==> src/efsa_pkg.sv <==
// Shared types and constants for the earliest-free server assigner.
// Used by efsa_csr, efsa_core and earliest_free_server_assigner.
package efsa_pkg;

   // server file depth and derived index width
   localparam int NUM_SERVERS = 16;
   localparam int SRV_IDX_W   = (NUM_SERVERS > 1) ? $clog2(NUM_SERVERS) : 1;

   // fixed field widths
   localparam int CMD_W    = 1;
   localparam int INDEX_W  = 4;
   localparam int RATE_W   = 8;
   localparam int COUNT_W  = 8;
   localparam int TIME_W   = 32;
   localparam int PROD_W   = RATE_W + COUNT_W;
   localparam int SCOUNT_W = 5;

   // configuration port
   localparam int CSR_ADDR_W = 3;
   localparam int CSR_DATA_W = 32;
   localparam logic REG_SERVER_COUNT = 1'b0;   // word index, paddr[2]

   // request commands
   localparam logic [CMD_W-1:0] CMD_LOAD = 1'b0;
   localparam logic [CMD_W-1:0] CMD_JOB  = 1'b1;

   localparam logic [TIME_W-1:0] TIME_MAX = '1;

   typedef struct packed {
      logic [SCOUNT_W-1:0] server_count;
   } cfg_type;

   typedef enum logic [2:0] {
      ST_IDLE,
      ST_SCAN,
      ST_DRAIN,
      ST_RATE,
      ST_MULT,
      ST_WRITE
   } state_type;

endpackage

==> src/efsa_csr.sv <==
// APB-style configuration register file for the server assigner.
// Holds server_count; depends on efsa_pkg.
module efsa_csr (
   input  logic                              clock,
   input  logic                              reset,
   input  logic                              csr_psel,
   input  logic                              csr_penable,
   input  logic                              csr_pwrite,
   input  logic [efsa_pkg::CSR_ADDR_W-1:0]   csr_paddr,
   input  logic [efsa_pkg::CSR_DATA_W-1:0]   csr_pwdata,
   output logic [efsa_pkg::CSR_DATA_W-1:0]   csr_prdata,
   output logic                              csr_pready,
   output efsa_pkg::cfg_type                 cfg
);

   logic [efsa_pkg::SCOUNT_W-1:0] server_count_ff;
   logic [efsa_pkg::SCOUNT_W-1:0] server_count_in;
   logic                          wr_en;
   logic                          sel_count;

   // word decode: paddr[2] selects the word; the low two address bits are ignored
   assign sel_count = (csr_paddr[2] == efsa_pkg::REG_SERVER_COUNT);
   assign wr_en     = csr_psel & csr_penable & csr_pwrite & csr_pready;

   always_comb begin
      server_count_in = server_count_ff;
      if (wr_en && sel_count) begin
         server_count_in = csr_pwdata[efsa_pkg::SCOUNT_W-1:0];
      end
   end

   always_ff @(posedge clock) begin
      if (reset) begin
         server_count_ff <= efsa_pkg::SCOUNT_W'(1);
      end else begin
         server_count_ff <= server_count_in;
      end
   end

   // read-back
   always_comb begin
      csr_prdata = '0;
      if (sel_count) begin
         csr_prdata = efsa_pkg::CSR_DATA_W'(server_count_ff);
      end
   end

   assign csr_pready       = 1'b1;
   assign cfg.server_count = server_count_ff;

endmodule

==> src/efsa_core.sv <==
// Sequencer and datapath of the server assigner: rate and free-time
// memories, serial scan compare, multiply and saturating add. Uses efsa_pkg.
module efsa_core (
   input  logic                             clock,
   input  logic                             reset,
   input  efsa_pkg::cfg_type                cfg,
   input  logic                             req_valid,
   output logic                             req_ready,
   input  logic [efsa_pkg::CMD_W-1:0]       req_cmd,
   input  logic [efsa_pkg::INDEX_W-1:0]     req_server_index,
   input  logic [efsa_pkg::RATE_W-1:0]      req_rate_value,
   input  logic [efsa_pkg::COUNT_W-1:0]     req_item_count,
   output logic                             rsp_valid,
   input  logic                             rsp_ready,
   output logic [efsa_pkg::INDEX_W-1:0]     rsp_chosen_server,
   output logic [efsa_pkg::TIME_W-1:0]      rsp_finish_time,
   output logic [efsa_pkg::TIME_W-1:0]      rsp_makespan
);

   localparam int IW = efsa_pkg::SRV_IDX_W;
   localparam int TW = efsa_pkg::TIME_W;

   efsa_pkg::state_type state_ff, state_in;

   // memories
   logic [efsa_pkg::RATE_W-1:0] rate_mem [efsa_pkg::NUM_SERVERS];
   logic [TW-1:0]               ft_mem   [efsa_pkg::NUM_SERVERS];
   logic [efsa_pkg::RATE_W-1:0] rate_q_ff;
   logic [TW-1:0]               ft_q_ff;
   logic [efsa_pkg::NUM_SERVERS-1:0] ft_vld_ff, ft_vld_in;

   // sequencer registers
   logic [IW-1:0]                scan_idx_ff, scan_idx_in;
   logic [IW-1:0]                last_ff, last_in;
   logic [efsa_pkg::COUNT_W-1:0] count_ff, count_in;
   logic                         rd_vld_ff, rd_vld_in;
   logic [IW-1:0]                rd_tag_ff, rd_tag_in;
   logic [IW-1:0]                best_idx_ff, best_idx_in;
   logic [TW-1:0]                best_val_ff, best_val_in;
   logic [efsa_pkg::PROD_W-1:0]  prod_ff, prod_in;
   logic [TW-1:0]                max_ff, max_in;

   // output register
   logic                         rsp_valid_ff, rsp_valid_in;
   logic [efsa_pkg::INDEX_W-1:0] rsp_srv_ff, rsp_srv_in;
   logic [TW-1:0]                rsp_fin_ff, rsp_fin_in;
   logic [TW-1:0]                rsp_max_ff, rsp_max_in;

   // sequencer controls
   logic req_acc, load_acc, job_acc;
   logic scan_rd, rate_rd, do_mult, do_write, out_free;

   // datapath values
   logic [TW-1:0]   ft_val;
   logic [TW:0]     sum;
   logic [TW-1:0]   finish;
   logic [IW-1:0]   last_scan;
   int              n_act;

   assign out_free = ~rsp_valid_ff | rsp_ready;
   assign req_ready = (state_ff == efsa_pkg::ST_IDLE);
   assign req_acc   = req_valid & req_ready;
   assign load_acc  = req_acc & (req_cmd == efsa_pkg::CMD_LOAD);
   assign job_acc   = req_acc & (req_cmd == efsa_pkg::CMD_JOB);

   // active server count, zero treated as one, clamped to the file depth
   always_comb begin
      n_act = int'(cfg.server_count);
      if (n_act == 0) begin
         n_act = 1;
      end
      if (n_act > efsa_pkg::NUM_SERVERS) begin
         n_act = efsa_pkg::NUM_SERVERS;
      end
      last_scan = IW'(n_act - 1);
   end

   // next state
   always_comb begin
      state_in = state_ff;
      unique case (state_ff)
         efsa_pkg::ST_IDLE: begin
            if (job_acc) begin
               state_in = efsa_pkg::ST_SCAN;
            end
         end
         efsa_pkg::ST_SCAN: begin
            if (scan_idx_ff == last_ff) begin
               state_in = efsa_pkg::ST_DRAIN;
            end
         end
         efsa_pkg::ST_DRAIN: state_in = efsa_pkg::ST_RATE;
         efsa_pkg::ST_RATE:  state_in = efsa_pkg::ST_MULT;
         efsa_pkg::ST_MULT:  state_in = efsa_pkg::ST_WRITE;
         efsa_pkg::ST_WRITE: begin
            if (out_free) begin
               state_in = efsa_pkg::ST_IDLE;
            end
         end
         default: state_in = efsa_pkg::ST_IDLE;
      endcase
   end

   // sequencer outputs
   always_comb begin
      scan_rd  = 1'b0;
      rate_rd  = 1'b0;
      do_mult  = 1'b0;
      do_write = 1'b0;
      unique case (state_ff)
         efsa_pkg::ST_IDLE:  ;
         efsa_pkg::ST_SCAN:  scan_rd  = 1'b1;
         efsa_pkg::ST_DRAIN: ;
         efsa_pkg::ST_RATE:  rate_rd  = 1'b1;
         efsa_pkg::ST_MULT:  do_mult  = 1'b1;
         efsa_pkg::ST_WRITE: do_write = out_free;
         default: ;
      endcase
   end

   // never-written free times read as zero
   assign ft_val = ft_vld_ff[rd_tag_ff] ? ft_q_ff : '0;

   // saturating multiply-add result
   assign sum    = {1'b0, best_val_ff} + (TW+1)'(prod_ff);
   assign finish = sum[TW] ? efsa_pkg::TIME_MAX : sum[TW-1:0];

   // datapath next values
   always_comb begin
      scan_idx_in  = scan_idx_ff;
      last_in      = last_ff;
      count_in     = count_ff;
      rd_vld_in    = scan_rd;
      rd_tag_in    = scan_idx_ff;
      best_idx_in  = best_idx_ff;
      best_val_in  = best_val_ff;
      prod_in      = prod_ff;
      max_in       = max_ff;
      ft_vld_in    = ft_vld_ff;
      rsp_valid_in = rsp_valid_ff & ~rsp_ready;
      rsp_srv_in   = rsp_srv_ff;
      rsp_fin_in   = rsp_fin_ff;
      rsp_max_in   = rsp_max_ff;

      if (job_acc) begin
         scan_idx_in = '0;
         last_in     = last_scan;
         count_in    = req_item_count;
      end
      if (scan_rd && scan_idx_ff != last_ff) begin
         scan_idx_in = scan_idx_ff + IW'(1);
      end
      // serial compare, lowest index wins a tie
      if (rd_vld_ff) begin
         if (rd_tag_ff == '0 || ft_val < best_val_ff) begin
            best_idx_in = rd_tag_ff;
            best_val_in = ft_val;
         end
      end
      if (do_mult) begin
         prod_in = rate_q_ff * count_ff;
      end
      if (do_write) begin
         ft_vld_in[best_idx_ff] = 1'b1;
         max_in       = (finish > max_ff) ? finish : max_ff;
         rsp_valid_in = 1'b1;
         rsp_srv_in   = efsa_pkg::INDEX_W'(best_idx_ff);
         rsp_fin_in   = finish;
         rsp_max_in   = (finish > max_ff) ? finish : max_ff;
      end
   end

   // control registers
   always_ff @(posedge clock) begin
      if (reset) begin
         state_ff     <= efsa_pkg::ST_IDLE;
         rd_vld_ff    <= 1'b0;
         ft_vld_ff    <= '0;
         max_ff       <= '0;
         rsp_valid_ff <= 1'b0;
      end else begin
         state_ff     <= state_in;
         rd_vld_ff    <= rd_vld_in;
         ft_vld_ff    <= ft_vld_in;
         max_ff       <= max_in;
         rsp_valid_ff <= rsp_valid_in;
      end
   end

   // payload registers
   always_ff @(posedge clock) begin
      scan_idx_ff <= scan_idx_in;
      last_ff     <= last_in;
      count_ff    <= count_in;
      rd_tag_ff   <= rd_tag_in;
      best_idx_ff <= best_idx_in;
      best_val_ff <= best_val_in;
      prod_ff     <= prod_in;
      rsp_srv_ff  <= rsp_srv_in;
      rsp_fin_ff  <= rsp_fin_in;
      rsp_max_ff  <= rsp_max_in;
   end

   // rate memory: written by load requests, read at the chosen server
   always_ff @(posedge clock) begin
      if (load_acc && (int'(req_server_index) < efsa_pkg::NUM_SERVERS)) begin
         rate_mem[IW'(req_server_index)] <= req_rate_value;
      end
      if (rate_rd) begin
         rate_q_ff <= rate_mem[best_idx_ff];
      end
   end

   // free-time memory: read during the scan, written back at the end
   always_ff @(posedge clock) begin
      if (do_write) begin
         ft_mem[best_idx_ff] <= finish;
      end
      if (scan_rd) begin
         ft_q_ff <= ft_mem[scan_idx_ff];
      end
   end

   assign rsp_valid         = rsp_valid_ff;
   assign rsp_chosen_server = rsp_srv_ff;
   assign rsp_finish_time   = rsp_fin_ff;
   assign rsp_makespan      = rsp_max_ff;

endmodule

==> src/earliest_free_server_assigner.sv <==
// Top level of the earliest-free server assigner.
// Instantiates efsa_csr and efsa_core; depends on efsa_pkg.
//
// Usage:
//   Requests arrive on req_* (valid/ready). cmd LOAD writes the rate of
//   server_index and gives no response. cmd JOB picks
//   the server with the earliest free time among the first N servers
//   (N is server_count, zero read as one, clamped to sixteen; lowest index
//   on a tie), adds rate * item_count to its free time with saturation and
//   returns chosen server, finish time and the running makespan on rsp_*.
//   After a job is accepted, one free-time memory read per cycle feeds a
//   single serial comparator, then come a drain step, rate read, one 8x8
//   multiply and one saturating add with write-back, after which rsp_valid
//   rises. req_ready is high only while idle, so the block takes no new
//   request until a job has finished its write-back.
//   The response sits in an output register; a stalled receiver holds it,
//   and the next job waits in its write-back step until the slot frees.
//   Reset (synchronous) sets server_count to 1, clears all free times and
//   the makespan; server rates are undefined until loaded.
//   server_count lives at byte address 0 of the csr_ port.
module earliest_free_server_assigner (
   input  logic                              clock,
   input  logic                              reset,
   input  logic                              req_valid,
   output logic                              req_ready,
   input  logic [efsa_pkg::CMD_W-1:0]        req_cmd,
   input  logic [efsa_pkg::INDEX_W-1:0]      req_server_index,
   input  logic [efsa_pkg::RATE_W-1:0]       req_rate_value,
   input  logic [efsa_pkg::COUNT_W-1:0]      req_item_count,
   output logic                              rsp_valid,
   input  logic                              rsp_ready,
   output logic [efsa_pkg::INDEX_W-1:0]      rsp_chosen_server,
   output logic [efsa_pkg::TIME_W-1:0]       rsp_finish_time,
   output logic [efsa_pkg::TIME_W-1:0]       rsp_makespan,
   input  logic                              csr_psel,
   input  logic                              csr_penable,
   input  logic                              csr_pwrite,
   input  logic [efsa_pkg::CSR_ADDR_W-1:0]   csr_paddr,
   input  logic [efsa_pkg::CSR_DATA_W-1:0]   csr_pwdata,
   output logic [efsa_pkg::CSR_DATA_W-1:0]   csr_prdata,
   output logic                              csr_pready
);

   efsa_pkg::cfg_type cfg;

   // configuration registers
   efsa_csr u_csr (
      .clock       (clock),
      .reset       (reset),
      .csr_psel    (csr_psel),
      .csr_penable (csr_penable),
      .csr_pwrite  (csr_pwrite),
      .csr_paddr   (csr_paddr),
      .csr_pwdata  (csr_pwdata),
      .csr_prdata  (csr_prdata),
      .csr_pready  (csr_pready),
      .cfg         (cfg)
   );

   // scheduler sequencer and datapath
   efsa_core u_core (
      .clock             (clock),
      .reset             (reset),
      .cfg               (cfg),
      .req_valid         (req_valid),
      .req_ready         (req_ready),
      .req_cmd           (req_cmd),
      .req_server_index  (req_server_index),
      .req_rate_value    (req_rate_value),
      .req_item_count    (req_item_count),
      .rsp_valid         (rsp_valid),
      .rsp_ready         (rsp_ready),
      .rsp_chosen_server (rsp_chosen_server),
      .rsp_finish_time   (rsp_finish_time),
      .rsp_makespan      (rsp_makespan)
   );

endmodule

==> config.mk <==
export PLATFORM = sky130hd
export DESIGN_NAME = earliest_free_server_assigner
export DESIGN_NICKNAME = d
export VERILOG_FILES = /design/src/efsa_pkg.sv /design/src/efsa_csr.sv /design/src/efsa_core.sv /design/src/earliest_free_server_assigner.sv
export SDC_FILE = /design/constraint.sdc
export NUM_CORES = 1
export LEC_CHECK = 0
export BUFFER_PORTS_ARGS = -buffer_cell sky130_fd_sc_hd__buf_2
export CORE_ASPECT_RATIO = 0.6
export CORE_MARGIN = 2
export CORE_UTILIZATION = 60
export CTS_CLUSTER_SIZE = 40
export DETAILED_ROUTE_END_ITERATION = 16
export PLACE_DENSITY_LB_ADDON = 0.3
export REMOVE_ABC_BUFFERS = 1
export SYNTH_ARGS = -nofsm -noshare
export SYNTH_HDL_FRONTEND = slang
export SYNTH_HIERARCHICAL = 1
export SYNTH_SLANG_ARGS = --single-unit
==> constraint.sdc <==
create_clock -name clock -period 15.8 [get_ports clock]
set_input_delay 0.79 -clock clock [delete_from_list [all_inputs] [get_ports clock]]
set_output_delay 0.79 -clock clock [all_outputs]
set_load 0.02 [all_outputs]
==> summary.md <==
| Metric | Value |
|---|---|
| Clk root buf | `clkbuf_16` |
| Required @ worst endpoint | `between 15000 and 20000 ps` |
| Max cap viols | `0` |
| Async SR Flop Fraction | `0` |
| Largest net degree at the start of global routing | `77` |
| Mean area per synthesized cell | `roughly 17 um2` |
| Pwr Density | `around 160 nW/um2` |
| Clk_lat worst skew | `approximately 640 ps` |
| Mapped Cells | `2153` |
| Vias per std cell | `6.40` |
| Seq/Total Area, Yosys | `0.685` |
| Placeable Area | `61400 um2` |
| Netlist cell types | `74` |
| Vias | `20500` |
| Vias in the first global route | `~20000` |
| Starting density of the core | `0.612` |
| Hold_ws | `~340 ps` |
| Setup bufs post-CTS | `0` |
| Final setup violation count | `0` |
| Clock sink total | `slightly below 900` |
| Routability Congestion | `0.938` |
| H-tree Lvls | `3` |
| Total GRT Usage | `0.276` |
| DR iter-0 viols | `around 2700` |
| Final setup skew | `~30 ps` |
| Die ar. | `about 65000 um2` |
| Worst endpoint data arrival time | `about 7400 ps` |
| Chip width | `approximately 330 um` |
| Hold Path Class | `in -> reg` |
| Post-route ant nets | `0` |
| Fmax | `between 100 and 150 MHz` |
| CTS Hold Bufs | `0` |
| Leakage power | `14.5 nW` |
| DRC | `0` |
| Netlist Area Pre-Place | `about 38000 um2` |
| Clock transition at the registers of the reported paths | `60 ps` |
| Most common cell in the synthesized netlist | `edfxtp_1` |
| Area grow syn2layout | `11.4%` |
| Final hold violation count | `0` |
| DIE HEIGHT | `198 um` |
| Final Cycle Share | `0.435` |
| Post-CTS Resized | `0` |
| Grt ovf | `0` |
| CTS max path bufs | `3` |
| DRT Pass-1 Iters | `6` |
| Post-Route Setup TNS | `0 ps` |
| FF+latch count, synth | `between 800 and 900` |
| Critical path class | `reg -> reg` |
| Post-layout net count | `~2500` |
| CTS tree | `done` |
| First-pass GRT wire length | `around 130000 um` |
| Startpoint class of the critical path | `register` |
| RSZ-0062 raised after global routing | `false` |
| I/O pins | `roughly 170` |
| Final wirelength | `~88000 um` |
| Input/output buffers | `between 100 and 150` |
| Row count | `70` |
| Synth top area share | `0.652` |
| Pins over their slew limit | `0` |
| Peak VDD IR | `108 uV` |
| Synth cell count leaders | `edfxtp_1 (816), mux4_2 (202), inv_1 (141), nor2_1 (119), ha_1 (117)` |
| Synth area leaders | `edfxtp_1 (65%), mux4_2 (12%), ha_1 (3.9%)` |
| Highest net fanout along the worst path | `20` |
| TritonCTS buffer count | `77` |
| Ant diodes | `0` |
| Outcome | `finished, final reports clean` |
| CP endpoint kind | `register` |
| WL/cell | `27.3 um` |
| Synth warn | `6` |
| Predominant post-synthesis flop cell | `edfxtp_1` |
| Share of layout cells above drive strength 1 | `0.219` |
| Initial antenna violation count | `5` |
| Min Tclk post-route | `between 6000 and 7000 ps` |
| Post-DP HPWL | `about 52000 um` |
| Slew headroom | `0.124` |
| Post-synth EDFFs | `roughly 800` |
| Worst Max-Slew Pin Slew | `~1300 ps` |
| Cell taking the most area after synthesis | `edfxtp_1` |
-- layout make-up --
type                            instances  area (um2)
Sequential cell                       878       25700
Timing Repair Buffer                  158         916
Tap cell                              828        1040
Clock inverter                         43         437
Fill cell                            3894       19500
Multi-Input combinational cell       1055       11000
Inverter                              141         532
Clock buffer                           99        2140
-- per-stage QoR --
step | util | worst slack, ps | power, mW | instance area (um2) | cells
after floorplan | - | 8860 | 4.30 | 37200 | 2074
after global placement | 0.640 | 9290 | 4.65 | 39300 | 3060
after detailed placement | 0.640 | 9120 | 4.69 | 39300 | 3060
after CTS | 0.682 | 9090 | 6.63 | 41900 | 3202
after global routing | 0.682 | 8680 | 6.87 | 41900 | 3202
final | 0.682 | 8930 | 6.60 | 41900 | 3202
-- logic make-up (layout without fill, tap and decap cells) --
group / Yosys count / in the layout / share of synthesized area
flip-flops: 878 / 878 / 0.685
AND/OR/NAND/NOR: 378 / 378 / 0.0502
buffers and inverters: 246 / 441 / 0.0278
AO/OA/AOI/OAI: 235 / 235 / 0.0406
multiplexers: 227 / 227 / 0.130
adder cells (fa/ha/maj): 154 / 154 / 0.0587
XOR/XNOR: 33 / 33 / 0.00769
other: 2 / 28 / 0.000200
-- cell usage in the layout (no fill, tap or decap), drive strengths merged, types with 5 or more instances in the layout --
master  instances
a31oi          18
nor3           27
and2b           5
conb           28
a21o            6
dfxtp          62
nand4          12
bufinv          8
nand3          18
nand2b         19
edfxtp        816
ha            117
inv           144
nor2          119
fa             37
xor2           10
xnor2          23
mux2           15
clkinv         29
o21ai          51
o21a           15
o21ba          10
buf           158
and4            5
nor2b           8
clkbuf         99
o211ai         11
a22o            7
a211oi          9
nand2          72
mux4          205
a21boi          5
and2           70
a21oi          68
mux2i           7
-- final timing paths --
kind	endpoint	cells after the start	startpoint	slack [ps]
hold / removal	u_core/count_ff[3]$_DFFE_PP_	1	req_item_count[3]	340
hold reg to reg	u_core/ft_vld_ff[1]$_SDFFE_PP0P_	1	u_core/ft_vld_ff[1]$_SDFFE_PP0P_	460
setup / recovery	u_core/max_ff[24]$_SDFFE_PP0P_	17	u_core/best_val_ff[0]$_DFFE_PP_	8930
setup reg to reg	u_core/max_ff[24]$_SDFFE_PP0P_	17	u_core/best_val_ff[0]$_DFFE_PP_	8930
-- critical path, stage by stage, from the launching register on --
cell and delay [ps]:
edfxtp_1 420, ha_1 250, fa_1 430, a211oi_1 360
o21ai_1 210, a31o_1 290, o211ai_1 350, a21oi_1 160
buf_4 220, or4_1 930, ha_1 360, a211oi_1 240
nor2_1 90, o31a_1 290, o41ai_1 900, a211o_1 700
nor2_1 260, a22o_1 300
-- flip-flops by register name, indices dropped and copies added (netlist names), 5 cells and up --
signal,flops
u_core/rate_mem,128
u_core/ft_mem,512
u_core/count_ff,8
u_core/ft_q_ff,32
u_core/best_val_ff,32
u_core/max_ff,32
u_core/rsp_makespan,32
u_core/ft_vld_ff,16
u_csr/cfg,5
u_core/rsp_finish_time,32
u_core/prod_ff,16
u_core/rate_q_ff,8
-- per-layer routing --
layer  track usage  wire, um  share of wire  up-vias
met5             0        16        0.00018        -
met4        0.0683      1880          0.021        2
met3        0.0566      9260           0.11      159
met2         0.405     39300           0.45     1158
met1         0.431     37100           0.42    10500
li1              -         -              -     8644
-- where the power goes --
| part | leakage, nW | switching, mW | internal, mW |
|---|---|---|---|
| registers | 7.86 | 0.0657 | 2.83 |
| clock network | 1.26 | 0.831 | 1.10 |
| logic | 5.35 | 1.01 | 0.762 |
| total | 14.5 | 1.91 | 4.69 |
Power figures use the tool's default switching activity.
